==> src/hw/rtl/jsu_pkg.sv <==
// Shared types, codes and helpers for the JSON string unescaper.
`default_nettype none
package jsu_pkg;

   localparam int unsigned JOB_BYTES   = 4;
   localparam int unsigned QUEUE_DEPTH = 4;
   localparam int unsigned QUEUE_AW    = $clog2(QUEUE_DEPTH);

   localparam logic [15:0] CAP_RESET = 16'hffff;

   localparam logic [7:0] CH_BSLASH = 8'h5c;
   localparam logic [7:0] CH_U      = 8'h75;
   localparam logic [7:0] CH_B      = 8'h62;
   localparam logic [7:0] CH_F      = 8'h66;
   localparam logic [7:0] CH_N      = 8'h6e;
   localparam logic [7:0] CH_R      = 8'h72;
   localparam logic [7:0] CH_T      = 8'h74;

   typedef enum logic [1:0] {
      ST_DATA = 2'd0,
      ST_DONE = 2'd1,
      ST_FAIL = 2'd2
   } status_type;

   typedef enum logic [3:0] {
      PH_PLAIN   = 4'd0,
      PH_ESC     = 4'd1,
      PH_HEX0    = 4'd2,
      PH_HEX1    = 4'd3,
      PH_HEX2    = 4'd4,
      PH_HEX3    = 4'd5,
      PH_WANT_BS = 4'd6,
      PH_WANT_U  = 4'd7,
      PH_LOW0    = 4'd8,
      PH_LOW1    = 4'd9,
      PH_LOW2    = 4'd10,
      PH_LOW3    = 4'd11
   } phase_type;

   // Results caused by one input beat: data bytes, then an optional status beat.
   typedef struct packed {
      logic [JOB_BYTES-1:0][7:0] data;
      logic [2:0]                count;
      logic                      tail;
      status_type                tail_status;
   } job_type;

   // {valid, value} of an ASCII hex digit.
   function automatic logic [4:0] hex_digit(input logic [7:0] b);
      logic [4:0] r;
      r = 5'd0;
      if (b >= 8'h30 && b <= 8'h39) begin
         r = {1'b1, b[3:0]};
      end else if ((b >= 8'h61 && b <= 8'h66) || (b >= 8'h41 && b <= 8'h46)) begin
         r = {1'b1, b[3:0] + 4'd9};
      end
      return r;
   endfunction

endpackage
`default_nettype wire

==> src/hw/rtl/jsu_front.sv <==
// Front end: escape decoding, UTF-8 encoding and capacity checks, one beat per cycle when accepted.
`default_nettype none
module jsu_front (
   input  wire logic              clock,
   input  wire logic              reset,
   input  wire logic              in_accept,
   input  wire logic [7:0]        in_byte,
   input  wire logic              in_eos,
   input  wire logic              cap_we,
   input  wire logic [15:0]       cap_wdata,
   output jsu_pkg::job_type       job,
   output logic                   job_valid
);

   jsu_pkg::phase_type phase_ff, phase_in;
   logic [15:0]        acc_ff, acc_in;
   logic [9:0]         hs_ff, hs_in;
   logic [15:0]        bw_ff, bw_in;
   logic               failed_ff, failed_in;
   logic [15:0]        cap_ff;

   logic [4:0]         hex;
   logic [15:0]        acc_shift;
   logic               is_high, is_low, cap_zero, fail_now;

   logic               put_raw, put_cp;
   logic [7:0]         raw_byte;
   logic [20:0]        cp;

   logic [2:0]         seq_n, emitted;
   logic [3:0][7:0]    seq;
   logic signed [17:0] room;
   logic               fail_put, new_fail, failed_after;

   assign hex       = jsu_pkg::hex_digit(in_byte);
   assign acc_shift = {acc_ff[11:0], hex[3:0]};
   assign is_high   = acc_shift >= 16'hd800 && acc_shift <= 16'hdbff;
   assign is_low    = acc_shift >= 16'hdc00 && acc_shift <= 16'hdfff;
   assign cap_zero  = phase_ff == jsu_pkg::PH_PLAIN && bw_ff == 16'd0 && cap_ff == 16'd0;

   // Next state of the escape sequencer
   always_comb begin
      phase_in = phase_ff;
      acc_in   = acc_ff;
      hs_in    = hs_ff;
      fail_now = 1'b0;
      if (!failed_ff) begin
         if (cap_zero) begin
            fail_now = 1'b1;
         end else begin
            case (phase_ff)
               jsu_pkg::PH_ESC: begin
                  phase_in = jsu_pkg::PH_PLAIN;
                  if (in_byte == jsu_pkg::CH_U) begin
                     acc_in   = 16'd0;
                     phase_in = jsu_pkg::PH_HEX0;
                  end
               end
               jsu_pkg::PH_HEX0, jsu_pkg::PH_HEX1, jsu_pkg::PH_HEX2, jsu_pkg::PH_HEX3,
               jsu_pkg::PH_LOW0, jsu_pkg::PH_LOW1, jsu_pkg::PH_LOW2,
               jsu_pkg::PH_LOW3: begin
                  if (!hex[4]) begin
                     fail_now = 1'b1;
                  end else begin
                     acc_in = acc_shift;
                     if (phase_ff == jsu_pkg::PH_HEX3) begin
                        if (is_high) begin
                           hs_in    = acc_shift[9:0];
                           phase_in = jsu_pkg::PH_WANT_BS;
                        end else if (is_low) begin
                           fail_now = 1'b1;
                        end else begin
                           phase_in = jsu_pkg::PH_PLAIN;
                        end
                     end else if (phase_ff == jsu_pkg::PH_LOW3) begin
                        if (!is_low) begin
                           fail_now = 1'b1;
                        end else begin
                           phase_in = jsu_pkg::PH_PLAIN;
                        end
                     end else begin
                        phase_in = jsu_pkg::phase_type'(phase_ff + 4'd1);
                     end
                  end
               end
               jsu_pkg::PH_WANT_BS: begin
                  if (in_byte == jsu_pkg::CH_BSLASH) begin
                     phase_in = jsu_pkg::PH_WANT_U;
                  end else begin
                     fail_now = 1'b1;
                  end
               end
               jsu_pkg::PH_WANT_U: begin
                  if (in_byte == jsu_pkg::CH_U) begin
                     acc_in   = 16'd0;
                     phase_in = jsu_pkg::PH_LOW0;
                  end else begin
                     fail_now = 1'b1;
                  end
               end
               default: begin
                  phase_in = jsu_pkg::PH_PLAIN;
                  if (in_byte == jsu_pkg::CH_BSLASH) begin
                     phase_in = jsu_pkg::PH_ESC;
                  end
               end
            endcase
         end
      end
   end

   // What the beat writes: a raw byte or a code point
   always_comb begin
      put_raw  = 1'b0;
      put_cp   = 1'b0;
      raw_byte = in_byte;
      cp       = {5'd0, acc_shift};
      if (!failed_ff && !cap_zero) begin
         case (phase_ff)
            jsu_pkg::PH_ESC: begin
               put_raw = in_byte != jsu_pkg::CH_U;
               case (in_byte)
                  jsu_pkg::CH_B: raw_byte = 8'h08;
                  jsu_pkg::CH_F: raw_byte = 8'h0c;
                  jsu_pkg::CH_N: raw_byte = 8'h0a;
                  jsu_pkg::CH_R: raw_byte = 8'h0d;
                  jsu_pkg::CH_T: raw_byte = 8'h09;
                  default:       raw_byte = in_byte;
               endcase
            end
            jsu_pkg::PH_HEX3: begin
               put_cp = hex[4] && !is_high && !is_low;
            end
            jsu_pkg::PH_LOW3: begin
               put_cp = hex[4] && is_low;
               cp     = 21'h010000 + {1'b0, hs_ff, acc_shift[9:0]};
            end
            jsu_pkg::PH_HEX0, jsu_pkg::PH_HEX1, jsu_pkg::PH_HEX2,
            jsu_pkg::PH_LOW0, jsu_pkg::PH_LOW1, jsu_pkg::PH_LOW2,
            jsu_pkg::PH_WANT_BS, jsu_pkg::PH_WANT_U: begin
               put_raw = 1'b0;
            end
            default: begin
               put_raw = in_byte != jsu_pkg::CH_BSLASH;
            end
         endcase
      end
   end

   // UTF-8 byte sequence
   always_comb begin
      seq   = '0;
      seq_n = 3'd0;
      if (put_raw) begin
         seq[0] = raw_byte;
         seq_n  = 3'd1;
      end else if (put_cp) begin
         if (cp < 21'h80) begin
            seq[0] = cp[7:0];
            seq_n  = 3'd1;
         end else if (cp < 21'h800) begin
            seq[0] = {3'b110, cp[10:6]};
            seq[1] = {2'b10, cp[5:0]};
            seq_n  = 3'd2;
         end else if (cp < 21'h10000) begin
            seq[0] = {4'b1110, cp[15:12]};
            seq[1] = {2'b10, cp[11:6]};
            seq[2] = {2'b10, cp[5:0]};
            seq_n  = 3'd3;
         end else begin
            seq[0] = {5'b11110, cp[20:18]};
            seq[1] = {2'b10, cp[17:12]};
            seq[2] = {2'b10, cp[11:6]};
            seq[3] = {2'b10, cp[5:0]};
            seq_n  = 3'd4;
         end
      end
   end

   // Bytes that still fit: byte k goes out while k < cap - written - 1
   assign room = $signed({2'b00, cap_ff}) - $signed({2'b00, bw_ff}) - 18'sd1;

   always_comb begin
      fail_put = 1'b0;
      emitted  = seq_n;
      if (seq_n != 3'd0) begin
         if (seq[0] == 8'h00) begin
            fail_put = 1'b1;
            emitted  = 3'd0;
         end else if (room < $signed({15'd0, seq_n})) begin
            fail_put = 1'b1;
            emitted  = (room <= 18'sd0) ? 3'd0 : room[2:0];
         end
      end
   end

   assign new_fail     = fail_now || fail_put;
   assign failed_after = failed_ff || new_fail;

   always_comb begin
      job.data        = seq;
      job.count       = emitted;
      job.tail        = new_fail || (in_eos && !failed_after);
      job.tail_status = (new_fail || phase_in != jsu_pkg::PH_PLAIN) ?
                        jsu_pkg::ST_FAIL : jsu_pkg::ST_DONE;
      job_valid       = in_accept && (emitted != 3'd0 || job.tail);
   end

   assign bw_in     = bw_ff + {13'd0, emitted};
   assign failed_in = failed_after;

   always_ff @(posedge clock) begin
      if (reset) begin
         phase_ff  <= jsu_pkg::PH_PLAIN;
         acc_ff    <= 16'd0;
         hs_ff     <= 10'd0;
         bw_ff     <= 16'd0;
         failed_ff <= 1'b0;
         cap_ff    <= jsu_pkg::CAP_RESET;
      end else begin
         if (cap_we) begin
            cap_ff <= cap_wdata;
         end
         if (in_accept) begin
            if (in_eos) begin
               phase_ff  <= jsu_pkg::PH_PLAIN;
               acc_ff    <= 16'd0;
               hs_ff     <= 10'd0;
               bw_ff     <= 16'd0;
               failed_ff <= 1'b0;
            end else begin
               phase_ff  <= phase_in;
               acc_ff    <= acc_in;
               hs_ff     <= hs_in;
               bw_ff     <= bw_in;
               failed_ff <= failed_in;
            end
         end
      end
   end

endmodule
`default_nettype wire

==> src/hw/rtl/jsu_job_fifo.sv <==
// Short queue of decoded jobs between front and back end.
`default_nettype none
module jsu_job_fifo (
   input  wire logic             clock,
   input  wire logic             reset,
   input  wire logic             wr_en,
   input  wire jsu_pkg::job_type wr_job,
   input  wire logic             rd_en,
   output jsu_pkg::job_type      rd_job,
   output logic                  empty,
   output logic                  full
);

   jsu_pkg::job_type                  mem [jsu_pkg::QUEUE_DEPTH];
   logic [jsu_pkg::QUEUE_AW-1:0]      wr_ptr_ff, rd_ptr_ff;
   logic [jsu_pkg::QUEUE_AW:0]        count_ff;

   assign empty  = count_ff == '0;
   assign full   = count_ff == (jsu_pkg::QUEUE_AW+1)'(jsu_pkg::QUEUE_DEPTH);
   assign rd_job = mem[rd_ptr_ff];

   always_ff @(posedge clock) begin
      if (wr_en) begin
         mem[wr_ptr_ff] <= wr_job;
      end
   end

   always_ff @(posedge clock) begin
      if (reset) begin
         wr_ptr_ff <= '0;
         rd_ptr_ff <= '0;
         count_ff  <= '0;
      end else begin
         if (wr_en) begin
            wr_ptr_ff <= wr_ptr_ff + 1'b1;
         end
         if (rd_en) begin
            rd_ptr_ff <= rd_ptr_ff + 1'b1;
         end
         if (wr_en && !rd_en) begin
            count_ff <= count_ff + 1'b1;
         end else if (rd_en && !wr_en) begin
            count_ff <= count_ff - 1'b1;
         end
      end
   end

endmodule
`default_nettype wire

==> src/hw/rtl/jsu_back.sv <==
// Back end: walks the head job and presents one result beat per cycle while rsp_pop is high.
`default_nettype none
module jsu_back (
   input  wire logic             clock,
   input  wire logic             reset,
   input  wire jsu_pkg::job_type head,
   input  wire logic             head_empty,
   output logic                  head_pop,
   output logic                  rsp_empty,
   input  wire logic             rsp_pop,
   output logic [7:0]            rsp_out_byte,
   output logic [1:0]            rsp_status,
   output logic                  rsp_run_last
);

   logic [2:0] idx_ff, idx_in;
   logic [2:0] total;
   logic       taken;

   assign total     = head.count + {2'b00, head.tail};
   assign rsp_empty = head_empty;
   assign taken     = rsp_pop && !head_empty;

   always_comb begin
      if (idx_ff < head.count) begin
         rsp_out_byte = head.data[idx_ff[1:0]];
         rsp_status   = jsu_pkg::ST_DATA;
      end else begin
         rsp_out_byte = 8'h00;
         rsp_status   = head.tail_status;
      end
      rsp_run_last = idx_ff == total - 3'd1;
   end

   assign head_pop = taken && rsp_run_last;
   assign idx_in   = head_pop ? 3'd0 : idx_ff + 3'd1;

   always_ff @(posedge clock) begin
      if (reset) begin
         idx_ff <= 3'd0;
      end else if (taken) begin
         idx_ff <= idx_in;
      end
   end

endmodule
`default_nettype wire

==> src/hw/rtl/json_string_unescape_utf8_core.sv <==
// Top level of the JSON string unescaper with UTF-8 output.
//
// Input channel (req_): one body byte of a JSON string per beat, taken when
// req_push is high and req_full is low; req_end_of_string marks the last one.
// Result channel (rsp_): queue-like; the oldest result sits on the rsp_ ports
// while rsp_empty is low and is taken when rsp_pop is high. Each input beat
// yields 0 to 5 results; rsp_run_last flags the last of them.
// Config channel (csr_): csr_wdata sets the output capacity; always ready.
// Results of a beat are written to the job queue and reach the rsp_ ports once older ones are taken.
// Throughput: one input beat per cycle while each yields at most one result and
// the receiver pops; the result port moves one result per cycle, so the bytes of a
// 4-byte UTF-8 sequence leave one by one. A 4-entry job queue decouples the two sides.
// When the receiver stalls, the queue fills and req_full rises.
// Reset clears decoder state and the queue and sets the capacity to 65535.
`default_nettype none
module json_string_unescape_utf8_core (
   input  wire logic        clock,
   input  wire logic        reset,
   input  wire logic        req_push,
   output logic             req_full,
   input  wire logic [7:0]  req_body_byte,
   input  wire logic        req_end_of_string,
   output logic             rsp_empty,
   input  wire logic        rsp_pop,
   output logic [7:0]       rsp_out_byte,
   output logic [1:0]       rsp_status,
   output logic             rsp_run_last,
   input  wire logic        csr_valid,
   output logic             csr_ready,
   input  wire logic [15:0] csr_wdata
);

   jsu_pkg::job_type front_job, head_job;
   logic             front_valid, q_empty, q_full, q_pop, accept;

   assign csr_ready = 1'b1;
   assign req_full  = q_full;
   assign accept    = req_push && !q_full;

   jsu_front u_front (
      .clock     (clock),
      .reset     (reset),
      .in_accept (accept),
      .in_byte   (req_body_byte),
      .in_eos    (req_end_of_string),
      .cap_we    (csr_valid && csr_ready),
      .cap_wdata (csr_wdata),
      .job       (front_job),
      .job_valid (front_valid)
   );

   jsu_job_fifo u_fifo (
      .clock  (clock),
      .reset  (reset),
      .wr_en  (front_valid),
      .wr_job (front_job),
      .rd_en  (q_pop),
      .rd_job (head_job),
      .empty  (q_empty),
      .full   (q_full)
   );

   jsu_back u_back (
      .clock        (clock),
      .reset        (reset),
      .head         (head_job),
      .head_empty   (q_empty),
      .head_pop     (q_pop),
      .rsp_empty    (rsp_empty),
      .rsp_pop      (rsp_pop),
      .rsp_out_byte (rsp_out_byte),
      .rsp_status   (rsp_status),
      .rsp_run_last (rsp_run_last)
   );

endmodule
`default_nettype wire

==> config.mk <==
export PLATFORM = sky130hd
export DESIGN_NAME = json_string_unescape_utf8_core
export DESIGN_NICKNAME = d
export VERILOG_FILES = /design/src/hw/rtl/jsu_pkg.sv /design/src/hw/rtl/jsu_front.sv /design/src/hw/rtl/jsu_job_fifo.sv /design/src/hw/rtl/jsu_back.sv /design/src/hw/rtl/json_string_unescape_utf8_core.sv
export SDC_FILE = /design/constraint.sdc
export NUM_CORES = 1
export LEC_CHECK = 0
export BUFFER_PORTS_ARGS = -buffer_cell sky130_fd_sc_hd__buf_2
export CORE_MARGIN = 4
export CORE_UTILIZATION = 39
export CTS_CLUSTER_DIAMETER = 60
export CTS_CLUSTER_SIZE = 16
export DETAILED_ROUTE_END_ITERATION = 10
export GPL_ROUTABILITY_DRIVEN = 0
export PLACE_DENSITY = 0.52
export SLEW_MARGIN = 20
export SYNTH_ARGS = -nofsm -noshare
export SYNTH_HDL_FRONTEND = slang
export SYNTH_SLANG_ARGS = --single-unit
export TNS_END_PERCENT = 30
==> constraint.sdc <==
create_clock -name clock -period 8.4 [get_ports clock]
set_input_delay 0.84 -clock clock [delete_from_list [all_inputs] [get_ports clock]]
set_output_delay 0.84 -clock clock [all_outputs]
set_load 0.01 [all_outputs]
# == Word level (Yosys, flattened, before mapping) ==
# Memories as Yosys holds them, arrays and structs flattened. A register that Yosys moved wholly into a read port is not among the register bits.
# Index checks and enable logic that the tools add are counted.
# op_classes
order_cmp,17
add_sub_neg,13
n_eq_ne,26
reduce_logical,52
muxes,84
# op_table
op,count
$mux 10,7
$mux 12,5
$eq 8x7->1 const B,7
$mux 8,7
$mux 16,3
$mux 24,2
$mux 4,11
$mux 21,2
$pmux 8 s5,1
$mux 3,12
$ge 16x16->1 const B,2
$le 16x16->1 const B,2
$logic_not 16->1,2
$mux 32,1
$pmux 12 s2,1
$mux 22,1
$add 17x20->21 const A,1
$lt 21x12->1 const B,1
$lt 21x17->1 const B,1
$lt 21x8->1 const B,1
$mux 1,19
$le 18x1->1 const B,1
$logic_and 1x1->1,18
$lt 18x4->1,1
44 further kinds,83
# totals
inputBits,30
out_inout_bits,14
wordCells,203
memories,1
reg_bits,69
ramBits,152
# memory_table
name,depth,word_bits,rd,rd_ports_with_merged_regs,write_ports,line_no,source
u_fifo.mem,4,38,1,1,1,jsu_job_fifo.sv:14,jsu_pkg::job_type mem [jsu_pkg::QUEUE_DEPTH];

# == Depth between registers and ports, before layout ==
# logic_depth
word_depth,29
mapped_depth,25
ltp_nobuf,23

# == By module ==
# From an unflattened synthesis, not the netlist that was laid out.
# unflattened
cells_unflattened,1093
area_unflattened_um2,12199.2
# by_module_without_submodules
mod,cells_per_inst,area_each_um2,n_inst,seq_area_each_um2
jsu_job_fifo,242,5926.9,1,4744.6
jsu_front,791,5664.2,1,1181.1
jsu_back,57,583.1,1,60.1
json_string_unescape_utf8_core,3,25.0,1,0.0

# == Worst setup path before layout ==
# Ideal clock, no wire load.
# synth_timing
path_type,input-to-reg
start,input port req_body_byte[0]
end,register u_front.bw_ff[14]
path_buffers,0
setup_ps,128
required_ps,8272
arrival_time_ps,5191
stages,23
setup_slack_ps,3082
path_cell_list,inv_1 ha_1 or3b_1 and4_1 nor2_2 or3_1 nor2_1 inv_1 ha_1 inv_1 o21ai_1 nor4b_4 nand4_1 a21oi_1 ha_1 inv_1 fa_1 nor2b_1 o21ai_0 or3_1 nor4_1 xnor2_1 nor2_1
# synth_rtl
element,line_no,source
"start, declared",json_string_unescape_utf8_core.sv:21,"input wire logic [7:0] req_body_byte,"
"end signal, assigned",jsu_front.sv:235,bw_ff <= bw_in;
"end, declared",jsu_front.sv:18,"logic [15:0] bw_ff, bw_in;"

==> reports/summary.log <==
[run_status] result of the run finished clean
[finish] area growth from synthesis to layout 11.3%
[grt] aggregate global-route resource usage 17.8%
[clocking] Max Root-Sink Buffers 3
[sta] Finish-stage setup viols 0
[sta] final slew viol count 0
[placement] Port Buffers 42
[synth] number of synthesized flops with an enable pin 140
[clocking] TritonCTS clock tree done
[worst_setup_path] Critical Path Slowest Stage Cell sky130_fd_sc_hd__dfxtp_1
[worst_setup_path] family with the most delay on the worst path simple AND/OR/NAND/NOR gates
[worst_setup_path] endpoint of the worst-slack reg-to-reg timing path u_front.bw_ff[14]
[synth] register bit total from synthesis 211
[finish] diodes inserted 0
[clocking] CTS Buf Count 23
[grt] GR Layer Usage met3 1.98%
[grt] via count of the first global-routing pass 8194
[sta] Hold Worst Slack 0.511 ns
[sta] number of failing hold endpoints at the final stage 0
[worst_setup_path] data required time at the worst endpoint 8.80 ns
[sta] Max transition margin 32.3%
[synth] synthesized area 0.0116 mm^2
[sta] total negative setup slack 0 ns
[sta] achievable frequency 149 MHz
[sta] final critical-path setup slack 1.70 ns
[pwr] share of total power consumed by net switching 27.9%
[worst_setup_path] launching point of the worst reg2reg path u_front.phase_ff[0]
[pwr] portion of total power attributed to the clock network 35.4%
[synth] Avg Cell Area, Syn 11.0 um^2
[clocking] number of H-tree levels 1
[finish] share of cells above drive strength 1 14.2%
[floorplanning] std cell rows 62
[placement] half-perimeter wire length after detailed placement 21.0 mm
[worst_setup_path] critical path start-end classification flip-flop to flip-flop
[synth] sequential share of the synthesized area 48.7%
[finish] Final Core Density 44.5%
[sta] setup repair after global routing missed its margin no
[placement] cell total after placement 1428
[flow_run] number of max-capacitance violations reported 0
[pwr] total internal power 2.05 mW
[synth] fraction of synthesized cell area taken by the top area cell type 36.4%
[grt] wire length of the first global-routing pass 46.9 mm
[pwr] P per Cell Area 221 mW/mm^2
[grt] most crowded layer after global routing met2
[floorplanning] starting density of the core 39.9%
[synth] fraction of synthesis flops using an asynchronous set or reset pin 0%
[detailed_routing] final routed DRC violation total 0
[detailed_routing] routed wire length 29.4 mm
[detailed_routing] count of routing violations after the opening detailed-route iteration 550
[pwr] static leakage 4.45 nW
[synth] Synth top cells by count sky130_fd_sc_hd__edfxtp_1 (140), sky130_fd_sc_hd__nor2_1 (104), sky130_fd_sc_hd__dfxtp_1 (71)
[pwr] Comb power frac 19.9%
[worst_setup_path] sum of buffers and inverters on the critical path 2
[sta] minimum clock period after layout 6.70 ns
[synth] synthesized net count 1122
[pwr] total power after layout 2.84 mW
[detailed_routing] total vias in the final route 8398
[floorplanning] Die H 180 um
[pwr] switching component of the power 0.792 mW
[clocking] clock latency on the worst-skew pair 0.52 ns
[clocking] hold buffer count at cts 0
[worst_setup_path] most repeated library cell on the critical path sky130_fd_sc_hd__ha_1
[pwr] Flop pwr share 44.8%
[synth] biggest area consumer among synthesized cells sky130_fd_sc_hd__edfxtp_1
[floorplanning] I/O pins 44
[placement] Post-Place Worst Slack 1.65 ns
[clocking] clock tree root driver cell sky130_fd_sc_hd__clkbuf_16
[finish] fin area 0.0129 mm^2
[floorplanning] die area 0.0324 mm^2
[clocking] clock input transition at the sequential cells of the worst setup and hold paths 0.06 ns
[synth] number of instances in the synthesized netlist 1046
[grt] GRT Residual Overflow 0
[grt] pin count of the biggest net entering global routing 42
[synth] main area contributors after synthesis sky130_fd_sc_hd__edfxtp_1 (36%), sky130_fd_sc_hd__dfxtp_1 (12%), sky130_fd_sc_hd__mux4_2 (8.2%), sky130_fd_sc_hd__ha_1 (4.7%), sky130_fd_sc_hd__nor2_1 (3.4%)
[worst_setup_path] R2R setup slack 1.70 ns
[detailed_routing] first-pass iteration count of the detailed router 5
[detailed_routing] post-detailed-route via-to-cell ratio 5.72
[sta] Worst Tran Pin Value 1.01 ns
[worst_setup_path] Reg2Reg Depth 23
[sta] post-route clock period utilization 79.8%
[detailed_routing] wire length per cell after detailed routing 20.0 um
[clocking] total of cells resized after clock tree synthesis 0
[worst_setup_path] Worst setup EP type flip-flop
[floorplanning] core region area 0.0289 mm^2
[worst_setup_path] crit start category flip-flop
[grt] antenna violations before repair 0
[synth] commonest register cell after synthesis sky130_fd_sc_hd__edfxtp_1
[worst_setup_path] CP Capture Point u_front.bw_ff[14]
[pwr] worst vdd rail ir drop 0.146 mV
[placement] placed standard-cell area 0.0121 mm^2
[synth] unique cell type count in the Yosys netlist 90
[synth] dominant cell by count in the synthesized netlist sky130_fd_sc_hd__edfxtp_1
[worst_setup_path] ordered cell list for the critical path ha_1 -> nand4bb_1 -> nor2_1 -> nand3_1 -> o31a_1 -> nand2_1 -> inv_1 -> nand2_1 -> ha_1 -> a21oi_1 -> o21ai_1 -> nor4b_4 -> nand4_1 -> a21oi_1 -> ha_1 -> inv_1 -> fa_1 -> nor2b_1 -> o21ai_0 -> or3_1 -> nor4_1 -> xnor2_1 -> nor2_1
[clocking] buffers inserted during post-CTS setup optimization 0
[detailed_routing] number of nets with antenna violations after routing 0
[finish] number of fill cells in the layout 2707
[worst_setup_path] highest fanout seen on the critical path 13
[floorplanning] die width 180 um
[finish] number of cells in the finished layout apart from fillers 1468
[min_path] Min-Delay Path Class flip-flop to flip-flop
[worst_setup_path] Worst path max stage delay 0.48 ns
[finish] Final nets 1145
[worst_setup_path] Critical Path Stages 23
[clocking] Sinks on Clock Net 211
[worst_setup_path] data arrival time of the critical path 7.10 ns
[grt] M2 GR Usage 30.8%
[worst_setup_path] Critical path origin u_front.phase_ff[0]
[grt] global routing usage on met1 23.8%
[synth] count of synthesis-stage warnings from yosys 0
[sta] Fin Clk Skew 0.0168 ns
[area by class of cell]
cell class	count	area, um^2	share of cell area [%]
flip-flops and latches	211	5630	43.7
multi-input cells	733	5540	43.1
clock buffers	25	583	4.53
well taps	384	480	3.73
repair buffers	50	270	2.10
inverters	50	188	1.46
clock inverters	15	175	1.36
[layout by cell type, fill, tap and decap left out, types with 36 or more instances in the layout]
cell type / synthesis / layout
sky130_fd_sc_hd__edfxtp_1: 140 / 140
sky130_fd_sc_hd__nor2_1: 104 / 104
sky130_fd_sc_hd__mux4_2: 42 / 42
sky130_fd_sc_hd__o21ai_0: 36 / 36
sky130_fd_sc_hd__a21oi_1: 47 / 47
sky130_fd_sc_hd__inv_1: 49 / 49
sky130_fd_sc_hd__nand2_1: 58 / 58
sky130_fd_sc_hd__dfxtp_1: 71 / 70
sky130_fd_sc_hd__buf_2: 5 / 42
sky130_fd_sc_hd__ha_1: 43 / 43
[power by group through the flow]
stage	Clock, mW	Combinational, mW	Sequential (mW)
6_report	1.00	0.565	1.27
5_1_grt	1.08	0.632	1.28
4_1_cts	1.03	0.583	1.28
3_5_place_dp	0	0.581	1.30
3_3_place_gp	0	0.578	1.30
2_1_floorplan	0	0.427	1.27
[per-layer routing]
layer | up-vias | share of wire [%]
met4 | 0 | 3.5
met3 | 75 | 3.5
met1 | 4088 | 44
met2 | 209 | 49
met5 | - | 0
li1 | 4026 | -
[cells by family (layout without fill, tap and decap cells)]
family / count (synthesis) / after routing / synth area share, %
compound gates: 233 / 233 / 13.8
xor+xnor: 29 / 29 / 2.20
fa+ha+maj: 46 / 46 / 5.18
buf+inv: 102 / 140 / 3.44
flops: 211 / 211 / 48.7
mux: 65 / 65 / 10.2
other cells: 1 / 1 / 0.0325
simple gates: 359 / 359 / 16.5
[how the worst min path moves through the flow]
stage,start,to,slack (ns),cells after the start
finish,u_fifo.count_ff[2],u_fifo.count_ff[2],0.51,2
global route,csr_wdata[2],u_front.cap_ff[2],0.55,3
CTS,u_fifo.count_ff[2],u_fifo.count_ff[2],0.52,2
detailed placement,u_front.cap_ff[11],u_front.cap_ff[11],0.50,2
global placement,u_fifo.count_ff[2],u_fifo.count_ff[2],0.48,2
floorplan,u_fifo.count_ff[2],u_fifo.count_ff[2],0.47,2
[state kept, by name (all words and copies together), names as in the netlist, 3 cells and up, named ones only]
name	cells
u_fifo.mem	140
u_front.cap_ff	16
u_fifo.count_ff	3
u_front.hs_ff	10
u_front.bw_ff	16
u_back.idx_ff	3
u_front.acc_ff	12
u_front.phase_ff	4
[tightest hold or removal path: stages, from the launching register on]
cell	delay (ns)
sky130_fd_sc_hd__dfxtp_1	0.33
sky130_fd_sc_hd__o21ai_0	0.08
sky130_fd_sc_hd__a21oi_1	0.06
Note: power is estimated with default switching activity, not from simulation.
